### src/acmac_pkg.sv
// ============================================================================
// acmac_pkg: shared types and functions for the AES-128-CMAC engine
// Holds the S-box, the round helpers and the command word that passes
// from the front part to the back part.
// ============================================================================
package acmac_pkg;

    // register indexes on the configuration port
    localparam logic [1:0] REG_KEY_HIGH  = 2'd0;
    localparam logic [1:0] REG_KEY_LOW   = 2'd1;
    localparam logic [1:0] REG_SHORT_TAG = 2'd2;

    localparam int QUEUE_DEPTH = 2;

    // classified block handed to the back part
    typedef struct packed {
        logic [127:0] msg;     // masked and padded block (subkey not yet applied)
        logic         last;
        logic         full;    // last block used all 16 bytes
    } t_cmd;

    typedef enum logic [1:0] {
        ST_IDLE,
        ST_SUBKEY,
        ST_BLOCK
    } t_state;

    function automatic logic [7:0] sbox(input logic [7:0] x);
        logic [7:0] t [256];
        t = '{
        8'h63,8'h7c,8'h77,8'h7b,8'hf2,8'h6b,8'h6f,8'hc5,8'h30,8'h01,8'h67,8'h2b,8'hfe,8'hd7,8'hab,8'h76,
        8'hca,8'h82,8'hc9,8'h7d,8'hfa,8'h59,8'h47,8'hf0,8'had,8'hd4,8'ha2,8'haf,8'h9c,8'ha4,8'h72,8'hc0,
        8'hb7,8'hfd,8'h93,8'h26,8'h36,8'h3f,8'hf7,8'hcc,8'h34,8'ha5,8'he5,8'hf1,8'h71,8'hd8,8'h31,8'h15,
        8'h04,8'hc7,8'h23,8'hc3,8'h18,8'h96,8'h05,8'h9a,8'h07,8'h12,8'h80,8'he2,8'heb,8'h27,8'hb2,8'h75,
        8'h09,8'h83,8'h2c,8'h1a,8'h1b,8'h6e,8'h5a,8'ha0,8'h52,8'h3b,8'hd6,8'hb3,8'h29,8'he3,8'h2f,8'h84,
        8'h53,8'hd1,8'h00,8'hed,8'h20,8'hfc,8'hb1,8'h5b,8'h6a,8'hcb,8'hbe,8'h39,8'h4a,8'h4c,8'h58,8'hcf,
        8'hd0,8'hef,8'haa,8'hfb,8'h43,8'h4d,8'h33,8'h85,8'h45,8'hf9,8'h02,8'h7f,8'h50,8'h3c,8'h9f,8'ha8,
        8'h51,8'ha3,8'h40,8'h8f,8'h92,8'h9d,8'h38,8'hf5,8'hbc,8'hb6,8'hda,8'h21,8'h10,8'hff,8'hf3,8'hd2,
        8'hcd,8'h0c,8'h13,8'hec,8'h5f,8'h97,8'h44,8'h17,8'hc4,8'ha7,8'h7e,8'h3d,8'h64,8'h5d,8'h19,8'h73,
        8'h60,8'h81,8'h4f,8'hdc,8'h22,8'h2a,8'h90,8'h88,8'h46,8'hee,8'hb8,8'h14,8'hde,8'h5e,8'h0b,8'hdb,
        8'he0,8'h32,8'h3a,8'h0a,8'h49,8'h06,8'h24,8'h5c,8'hc2,8'hd3,8'hac,8'h62,8'h91,8'h95,8'he4,8'h79,
        8'he7,8'hc8,8'h37,8'h6d,8'h8d,8'hd5,8'h4e,8'ha9,8'h6c,8'h56,8'hf4,8'hea,8'h65,8'h7a,8'hae,8'h08,
        8'hba,8'h78,8'h25,8'h2e,8'h1c,8'ha6,8'hb4,8'hc6,8'he8,8'hdd,8'h74,8'h1f,8'h4b,8'hbd,8'h8b,8'h8a,
        8'h70,8'h3e,8'hb5,8'h66,8'h48,8'h03,8'hf6,8'h0e,8'h61,8'h35,8'h57,8'hb9,8'h86,8'hc1,8'h1d,8'h9e,
        8'he1,8'hf8,8'h98,8'h11,8'h69,8'hd9,8'h8e,8'h94,8'h9b,8'h1e,8'h87,8'he9,8'hce,8'h55,8'h28,8'hdf,
        8'h8c,8'ha1,8'h89,8'h0d,8'hbf,8'he6,8'h42,8'h68,8'h41,8'h99,8'h2d,8'h0f,8'hb0,8'h54,8'hbb,8'h16};
        return t[x];
    endfunction

    function automatic logic [7:0] xtime(input logic [7:0] x);
        return {x[6:0], 1'b0} ^ (x[7] ? 8'h1b : 8'h00);
    endfunction

    // byte i of a 128-bit word, byte 0 most significant
    function automatic logic [7:0] byte_at(input logic [127:0] w, input int i);
        return w[127 - 8*i -: 8];
    endfunction

    // one round: SubBytes, ShiftRows, MixColumns unless final, AddRoundKey
    function automatic logic [127:0] aes_round(input logic [127:0] s,
                                               input logic [127:0] rk,
                                               input logic         final_rnd);
        logic [7:0]   t [16];
        logic [127:0] o;
        logic [7:0]   a0, a1, a2, a3, e;
        for (int c = 0; c < 4; c++)
            for (int j = 0; j < 4; j++)
                t[j + 4*c] = sbox(byte_at(s, j + 4*((c + j) & 3)));
        for (int c = 0; c < 4; c++) begin
            a0 = t[4*c]; a1 = t[4*c+1]; a2 = t[4*c+2]; a3 = t[4*c+3];
            e  = a0 ^ a1 ^ a2 ^ a3;
            if (final_rnd) begin
                o[127 - 32*c -: 32] = {a0, a1, a2, a3};
            end else begin
                o[127 - 32*c -: 32] = {a0 ^ e ^ xtime(a0 ^ a1), a1 ^ e ^ xtime(a1 ^ a2),
                                       a2 ^ e ^ xtime(a2 ^ a3), a3 ^ e ^ xtime(a3 ^ a0)};
            end
        end
        return o ^ rk;
    endfunction

    // next round key from the previous one
    function automatic logic [127:0] key_step(input logic [127:0] k, input logic [7:0] rc);
        logic [31:0]  w;
        logic [127:0] o;
        w = {sbox(k[23:16]) ^ rc, sbox(k[15:8]), sbox(k[7:0]), sbox(k[31:24])};
        o[127:96] = k[127:96] ^ w;
        o[95:64]  = k[95:64]  ^ o[127:96];
        o[63:32]  = k[63:32]  ^ o[95:64];
        o[31:0]   = k[31:0]   ^ o[63:32];
        return o;
    endfunction

    function automatic logic [7:0] next_rcon(input logic [7:0] rc);
        return xtime(rc);
    endfunction

    // doubling in GF(2^128)
    function automatic logic [127:0] gf_dbl(input logic [127:0] v);
        return {v[126:0], 1'b0} ^ (v[127] ? 128'h87 : 128'h0);
    endfunction

endpackage

### src/acmac_front.sv
// ============================================================================
// acmac_front: block intake and command queue
// Masks and pads the last block and queues classified blocks for the core.
// ============================================================================
module acmac_front
    import acmac_pkg::*;
(
    input  logic         i_clk,
    input  logic         i_rst_n,
    // input block transfer
    input  logic         i_valid,
    output logic         o_ready,
    input  logic [63:0]  i_block_high,
    input  logic [63:0]  i_block_low,
    input  logic [4:0]   i_byte_count,
    input  logic         i_last_block,
    // command toward the core
    output logic         o_cmd_valid,
    input  logic         i_cmd_ready,
    output t_cmd         o_cmd
);

    t_cmd        r_q [QUEUE_DEPTH];
    logic        r_wp, r_rp;
    logic [1:0]  r_cnt;
    t_cmd        n_cmd;
    logic        push, pop;
    logic [127:0] blk, mask, pad;
    logic [4:0]  n_sat;

    // classify: full blocks pass, a partial last block gets 10* padding
    always_comb begin
        blk   = {i_block_high, i_block_low};
        n_sat = (i_byte_count > 5'd16) ? 5'd16 : i_byte_count;
        mask  = '0;
        pad   = '0;
        for (int i = 0; i < 16; i++) begin
            if (5'(i) < n_sat) mask[127 - 8*i -: 8] = 8'hff;
            if (5'(i) == n_sat) pad[127 - 8*i -: 8] = 8'h80;
        end
        n_cmd.last = i_last_block;
        n_cmd.full = (n_sat == 5'd16);
        n_cmd.msg  = (i_last_block && n_sat != 5'd16) ? ((blk & mask) | pad) : blk;
    end

    assign o_ready     = (r_cnt != 2'(QUEUE_DEPTH));
    assign push        = i_valid && o_ready;
    assign o_cmd_valid = (r_cnt != 2'd0);
    assign pop         = o_cmd_valid && i_cmd_ready;
    assign o_cmd       = r_q[r_rp];

    // queue storage
    always_ff @(posedge i_clk) begin
        if (push) r_q[r_wp] <= n_cmd;
    end

    // queue pointers
    always_ff @(posedge i_clk) begin
        if (!i_rst_n) begin
            r_wp  <= 1'b0;
            r_rp  <= 1'b0;
            r_cnt <= 2'd0;
        end else begin
            if (push) r_wp <= ~r_wp;
            if (pop)  r_rp <= ~r_rp;
            r_cnt <= r_cnt + 2'(push) - 2'(pop);
        end
    end

    a_cnt_range: assert property (@(posedge i_clk) disable iff (!i_rst_n)
        r_cnt <= 2'(QUEUE_DEPTH)) else $error("queue count overflow");
    a_full_no_push: assert property (@(posedge i_clk) disable iff (!i_rst_n)
        r_cnt == 2'(QUEUE_DEPTH) |-> !push) else $error("push into full queue");
    a_count_track: assert property (@(posedge i_clk) disable iff (!i_rst_n)
        push && !pop |=> r_cnt == $past(r_cnt) + 2'd1) else $error("count mismatch");

endmodule

### config.mk
export PLATFORM = sky130hd
export DESIGN_NAME = acmac_front
export DESIGN_NICKNAME = d
export VERILOG_FILES = /design/src/acmac_pkg.sv /design/src/acmac_front.sv
export SDC_FILE = /design/constraint.sdc
export NUM_CORES = 1
export LEC_CHECK = 0
export BUFFER_PORTS_ARGS = -buffer_cell sky130_fd_sc_hd__buf_4
export CAP_MARGIN = 5
export CORE_ASPECT_RATIO = 1.4
export CORE_MARGIN = 3
export CORE_UTILIZATION = 40
export DETAILED_ROUTE_END_ITERATION = 10
export PLACE_DENSITY = 0.65
export SLEW_MARGIN = 20
export SYNTH_ARGS = -nofsm -noshare
export SYNTH_HDL_FRONTEND = slang
export SYNTH_SLANG_ARGS = --single-unit
### constraint.sdc
create_clock -name i_clk -period 3.9 [get_ports i_clk]
set_clock_uncertainty 0.1 [all_clocks]
set_input_delay 0.39 -clock i_clk [delete_from_list [all_inputs] [get_ports i_clk]]
set_output_delay 0.39 -clock i_clk [all_outputs]
set_load 0.05 [all_outputs]
Word level (Yosys, flattened, before mapping):

Memories as Yosys holds them, arrays and structs flattened. A register that Yosys moved wholly into a read port is not among the register bits.
Index checks and enable logic that the tools add are counted.

* bits in registers: 4
* bits in writable memories: 260
* input bits: 138
* output and inout bits: 132
* word-level logic and storage cells: 88
* memories: 1

* add/sub/neg operators: 2
* $lt $le $gt $ge: 17
* eq/ne operators: 18
* multiplexer cells: 38
* bitwise gates (word level): 4
* reduce and logical (&&, ||, !) cells: 5

Memories
* r_q: words 2, bits a word 130, read ports 1, clocked after memory_dff 1, write ports 1, line acmac_front.sv:23 `t_cmd r_q [QUEUE_DEPTH];`

Operators with widths (count)
* $mux 8: 32
* $and 128x128->128: 1
* $mux 128: 1
* $or 128x128->128: 1
* $eq 4x5->1 const A: 8
* $lt 4x5->1 const A: 8
* $eq 3x5->1 const A: 4
* $lt 3x5->1 const A: 4
* $eq 2x5->1 const A: 2
* $lt 1x5->1 const A: 2
* $lt 2x5->1 const A: 2
* $eq 1x5->1 const A: 1
* $eq 5x5->1 const B: 1
* $gt 5x5->1 const B: 1
* $logic_not 5->1: 1
* $mux 5: 1
* $ne 5x5->1 const B: 1
* $mux 1: 4
* $logic_and 1x1->1: 3
* $add 2x1->2: 1
* $ne 2x2->1 const B: 1
* $not 1->1: 2
* $reduce_bool 2->1: 1
* $sub 2x1->2: 1

Logic depth before layout (Yosys ltp):

Gate-level depths: netlist of run 1.

* depth after elaboration: 7
* mapped depth: 8
* depth with buffers taken out: 8

Worst setup path before layout of run 1:

Ideal clock, no wire load.

* kind: register to register
* start point: reg r_cnt[0]
* end point: mem r_q[1][0] (netlist name) (enable)
* library setup time: 0.505 ns
* arrival time: 3.996 ns
* required time: 3.295 ns
* path slack: -0.701 ns
* stages on the path, launching flop included: 3
* path buffers: 0
* clock period less this slack: 4.601 ns
* cell sequence: dfxtp_1 -> nand2b_1 -> and3_1

* cells in the longest elaborated chain, start to end: 4

RTL lines
* start, declared: line acmac_front.sv:25 `logic [1:0] r_cnt;`
* start signal, assigned: line acmac_front.sv:66 `r_cnt <= r_cnt + 2'(push) - 2'(pop);`
* $ne 2x2->1: line acmac_front.sv:46 `assign o_ready = (r_cnt != 2'(QUEUE_DEPTH));`
* net o_ready: line acmac_front.sv:12 `output logic o_ready,`
* $logic_and 1x1->1: line acmac_front.sv:47 `assign push = i_valid && o_ready;`
* $mux 1: line acmac_front.sv:54 `if (push) r_q[r_wp] <= n_cmd;`
* $mux 1 (implied by the code): line acmac_front.sv:54
* end, declared: line acmac_front.sv:23

The timed path passes the listed nets, and every way through them passes these cells.

==> qor.yml, run 1 <==
status: "complete, no violations"
pwr-share-clk: 0.228
io_pins: 270
async_flop_share: 0
irDropWorstVdd_uv: 499.0
dieArea_um2: 28990
rsz0062_at_grt: "false"
synth_common_cells: "edfxtp_1 (260), mux2_2 (130), and2_1 (93)"
drt-vias-per-instance: 4.821
crit_slowest_cell: "dfxtp_4"
ys_top_cells_by_area: "edfxtp_1 (72%), mux2_2 (14%), and2_1 (5.4%)"
cts_sinks: 265
syn-cell-area_um2: 10780
gp_congestion: 0.7845
drt_iter0_markers: 284
clock_path_buffers: 3
worstSetupEndpointType: "output port"
path_buf_inv: 2
hold_viol_final: 0
tritoncts: "built"
start_util: 0.4091
grt_util_all_layers: 0.1662
path_clk_slew_ns: 0.07
synthFlopType: "edfxtp_1"
synth_fp_nets: 758
seq_power_share: 0.377
swShare: 0.3804
antenna_left: 0
worst-setup-path-type: "reg -> out"
arrival_ns: 2.39
slowest_delay_ns: 0.85
avgSynthCellArea_um2: 17.45
wirelength_um: 25340
fillers: 2212
grt_pass1_wl_um: 37110
crit_chain: "buf_12, mux2_2, buf_4"
yosys_warnings: 0
drc: 0
area_growth_pct: 30.22
portBuffers: 269
maxCapViolations: 0
finalCritPeriodShare: 0.7377
layout-drive-gt1-share: 0.5011
worst_pin_slew_ns: 0.8054
synth_top_cell_by_area: "edfxtp_1"
startpoint_type: "register"
insertion_delay_ns: 0.52
fin_setup_tns_ns: 0
slew_violations: 0
chipHeight_um: 200.3
required_ns: 3.41
p_switching_mw: 3.878
rows: 70
crit_fanout: 53
hpwl_um: 17390
coreArea_um2: 26360
timing.hold.ws_ns: 0.04760
fin_nets: 1041
vias: 6166
post-cts-setup-buffers: 0
crit_family: "flip-flops"
yosysMostFrequentCell: "edfxtp_1"
grt_start_max_net_pins: 70
finalSetupViolCount: 0
synth_cell_types: 44
cts.htree.levels: 1
root_buffer: "clkbuf_16"
cts_buffers: 26
max_slew_margin: 0.4631
overflow: 0
grt_pass1_vias: 6533
power.density_nw_per_um2: 725.9
yosysSeqAreaShare: 0.7333
p_leak_nw: 5.236
power.total_mw: 10.19
wl_per_cell_um: 19.81
p_comb_frac: 0.395
internal_power_mw: 6.317
max_freq_ghz: 0.3476
die_x_um: 144.8
synthesis.instances: 618
synth_top_area_frac: 0.7240
ys_seq_elements: 265
period_needed_ns: 2.877
antenna_found_initial: 1
min_path_type: "in -> reg"
synth_edf_count: 260
first_pass_iters: 4
-- power by group through the flow --
stage	Clock, mW	Sequential, mW	Combinational, mW
after floorplan	0	3.80	2.93
after global placement	0	3.90	4.05
after CTS	2.39	3.86	4.08
final	2.32	3.85	4.03
after global routing	2.49	3.89	4.20
after detailed placement	0	3.92	4.06
-- cell families after synthesis --
| kind of cell | after synthesis | synth area share |
|---|---|---|
| compound gates | 28 | 0.02170 |
| xor+xnor | 2 | 0.001625 |
| fa+ha+maj | 2 | 0.002320 |
| buf+inv | 31 | 0.01497 |
| flops | 265 | 0.7333 |
| mux | 130 | 0.1357 |
| simple gates | 160 | 0.09038 |
-- sequential cells by signal (all words and copies together), names as in the netlist, named ones only --
signal  cells
r_cnt       2
r_wp        1
r_rp        1
r_q       260
-- layout make-up --
class / instances / area [um2] / area share
multi-input combinational: 322 / 2720 / 0.1937
tap: 360 / 450.4 / 0.03207
inverter: 7 / 30.03 / 0.002138
clock inverter: 16 / 98.84 / 0.007038
clock buffer: 29 / 683.2 / 0.04865
timing repair buffer: 279 / 2147 / 0.1529
sequential: 265 / 7911 / 0.5633
antenna: 1 / 2.502 / 0.0001782
-- what timing repair did --
action                                 CTS  global route
hold buffers                             1             0
resized for setup                        0             0
endpoints found under the hold margin    1             0
-- per-layer routing --
metal,global-route usage,part of all wire
met1,0.1914,0.38
met2,0.3006,0.53
met3,0.03463,0.058
met4,0.05700,0.031
met5,0,0
-- cell usage in the layout, fill, tap and decap left out, types with 4 or more instances in the layout --
cell type,netlist,final
a32o_1,5,5
and2_1,93,93
and2b_1,6,6
buf_12,0,4
buf_4,4,274
clkbuf_16,0,27
clkinv_1,0,7
clkinv_2,0,7
dfxtp_1,5,4
edfxtp_1,260,260
inv_1,5,4
mux2_2,130,130
nand2_1,12,12
nand3_1,5,5
nor2_1,11,11
nor2b_1,18,18
-- path summary, 6_finish.rpt --
| kind | from | end | slack (ns) | cells after the start |
|---|---|---|---|---|
| min reg2reg | r_rp | register | 0.43 | 2 |
| max | register | o_cmd[91] | 1.02 | 3 |
| min | i_last_block | r_q[0][1] | 0.05 | 1 |
| max reg2reg | r_cnt[0] | r_q[1][107] | 1.77 | 3 |
-- through the flow --
| stage | setup WS (ns) | instances | cell area [um2] | utilization |
|---|---|---|---|---|
| after CTS | 0.9525 | 1278 | 14040 | 0.5326 |
| after detailed placement | 1.537 | 1232 | 13250 | 0.5026 |
| after global routing | 0.9005 | 1279 | 14040 | 0.5327 |
| after global placement | 1.528 | 1232 | 13250 | 0.5026 |
| final | 1.023 | 1279 | 14040 | 0.5327 |
| after floorplan | 0.4271 | 618 | 10790 | - |
Note: power is estimated with default switching activity, not from simulation.
==> run 2, diff against run 1 <==
clock period = 2.6 ns   (was 3.9 ns; I/O delays follow)
==> qor.yml, run 2 (synthesis results as in run 1) <==
status: "complete, no violations"
crit_slowest_cell: "dfxtp_4"
pre_cts_ws_ns: 0.6488
grt_use_met3: 0.03845
rsz0062_at_grt: "false"
cts_sinks: 265
clock_path_buffers: 3
grt_util_all_layers: 0.1700
tritoncts: "built"
post-cts-setup-buffers: 0
drt-vias-per-instance: 4.719
overflow: 0
finalSetupViolCount: 0
antenna_left: 0
p_leak_nw: 5.795
max_slew_margin: 0.5465
area_growth_pct: 42.71
antenna_found_initial: 1
dieArea_um2: 28990
start_util: 0.4091
cts.htree.levels: 1
top_usage_layer: "met2"
hold_viol_final: 0
crit_chain: "buf_12, mux2_2, buf_4"
gp_congestion: 0.7390
setup_slack_ns: 0.1918
wirelength_um: 25320
wl_per_cell_um: 18.00
largest_reg_flops: 260
io_pins: 270
rows: 70
maxCapViolations: 0
slew_violations: 0
grt_start_max_net_pins: 84
use_met2: 0.3127
grt_pass1_wl_um: 38360
irDropWorstVdd_uv: 672.6
die_x_um: 144.8
period_needed_ns: 2.408
drt_iter0_markers: 279
final_cell_mix: "buf_4 (273), edfxtp_1 (260), mux2_2 (130)"
portBuffers: 269
hpwl_um: 16650
r2r_slack_ns: 0.81
worst_pin_slew_ns: 0.6803
slowest_delay_ns: 0.48
worstSetupEndpointType: "output port"
max_freq_ghz: 0.4153
chipHeight_um: 200.3
first_pass_iters: 4
crit_fanout: 72
coreArea_um2: 26360
final_common_cell: "buf_4"
startpoint_type: "register"
regMostFlops: "r_q"
cts_buffers: 26
finalCritPeriodShare: 0.9262
grt_pass1_vias: 7110
required_ns: 2.24
fillers: 2062
timing.hold.ws_ns: 0.02014
path_clk_slew_ns: 0.06
worst-setup-path-type: "reg -> out"
vias: 6640
layout-drive-gt1-share: 0.4417
root_buffer: "clkbuf_16"
arrival_ns: 2.05
fin_nets: 1167
top_regs: "r_q: 260 flops, r_cnt: 2 flops"
min_path_type: "in -> reg"
grt_use_met1: 0.1888
power.density_nw_per_um2: 1016
insertion_delay_ns: 0.51
drc: 0
## run 2: changes by cell type in the layout (fill, tap and decap cells not counted), sizes merged
cell	before	now
bufinv	1	3
clkinvlp	2	1
clkbuf	29	31
buf	278	279
dlygate4sd3	1	126
clkinv	14	13
## run 2: path summary, 6_finish.rpt
path,start,endpoint,cells after the start
min reg2reg,r_rp,register,2
min,i_block_low[43],r_q[0][45],2
max reg2reg,r_cnt[0],r_q[0][32],4
max,register,o_cmd[50],3
## run 2: cell type report
class	count	area [um2]	share of cell area
Antenna cell	1	2.502	0.0001626
Clock buffer	31	690.7	0.04488
Clock inverter	16	143.9	0.009350
Inverter	7	30.03	0.001951
Multi-Input combinational cell	322	2728	0.1772
Sequential cell	265	7914	0.5142
Tap cell	360	450.4	0.02927
Timing Repair Buffer	405	3431	0.2229
## run 2: report_power, final
group | switching (mW) | internal, mW | leakage [nW] | total, mW
sequential | 0.177 | 5.49 | 2.49 | 5.67
combinational | 4.16 | 2.16 | 2.90 | 6.32
clock | 1.49 | 2.17 | 0.410 | 3.66
## run 2: metal layers
metal / wire length (um) / up-vias
li1: - / 3144
met1: 9298 / 3236
met2: 13600 / 215
met3: 1593 / 45
met4: 831 / 0
met5: 0 / -
## run 2: worst max-delay path: cells and delay by family, from the launching register on
family	cells	cell delay (ns)
buffers and inverters	2	0.55
DFF	1	0.48
muxes	1	0.40
## run 2: timing repair
action	4_1_cts	5_1_grt
gates resized for setup	0	0
hold buffers	126	0
endpoints found under the hold margin	253	0
## run 2: through the flow
step	total power [mW]	setup TNS [ns]	std cells	utilization	area (um2)
2_1_floorplan	10.12	-91.22	618	-	10800
3_3_place_gp	11.93	0	1233	0.5042	13290
3_5_place_dp	11.97	0	1233	0.5042	13290
4_1_cts	15.83	0	1406	0.5837	15390
5_1_grt	16.27	0	1407	0.5838	15390
6_report	15.64	0	1407	0.5838	15390
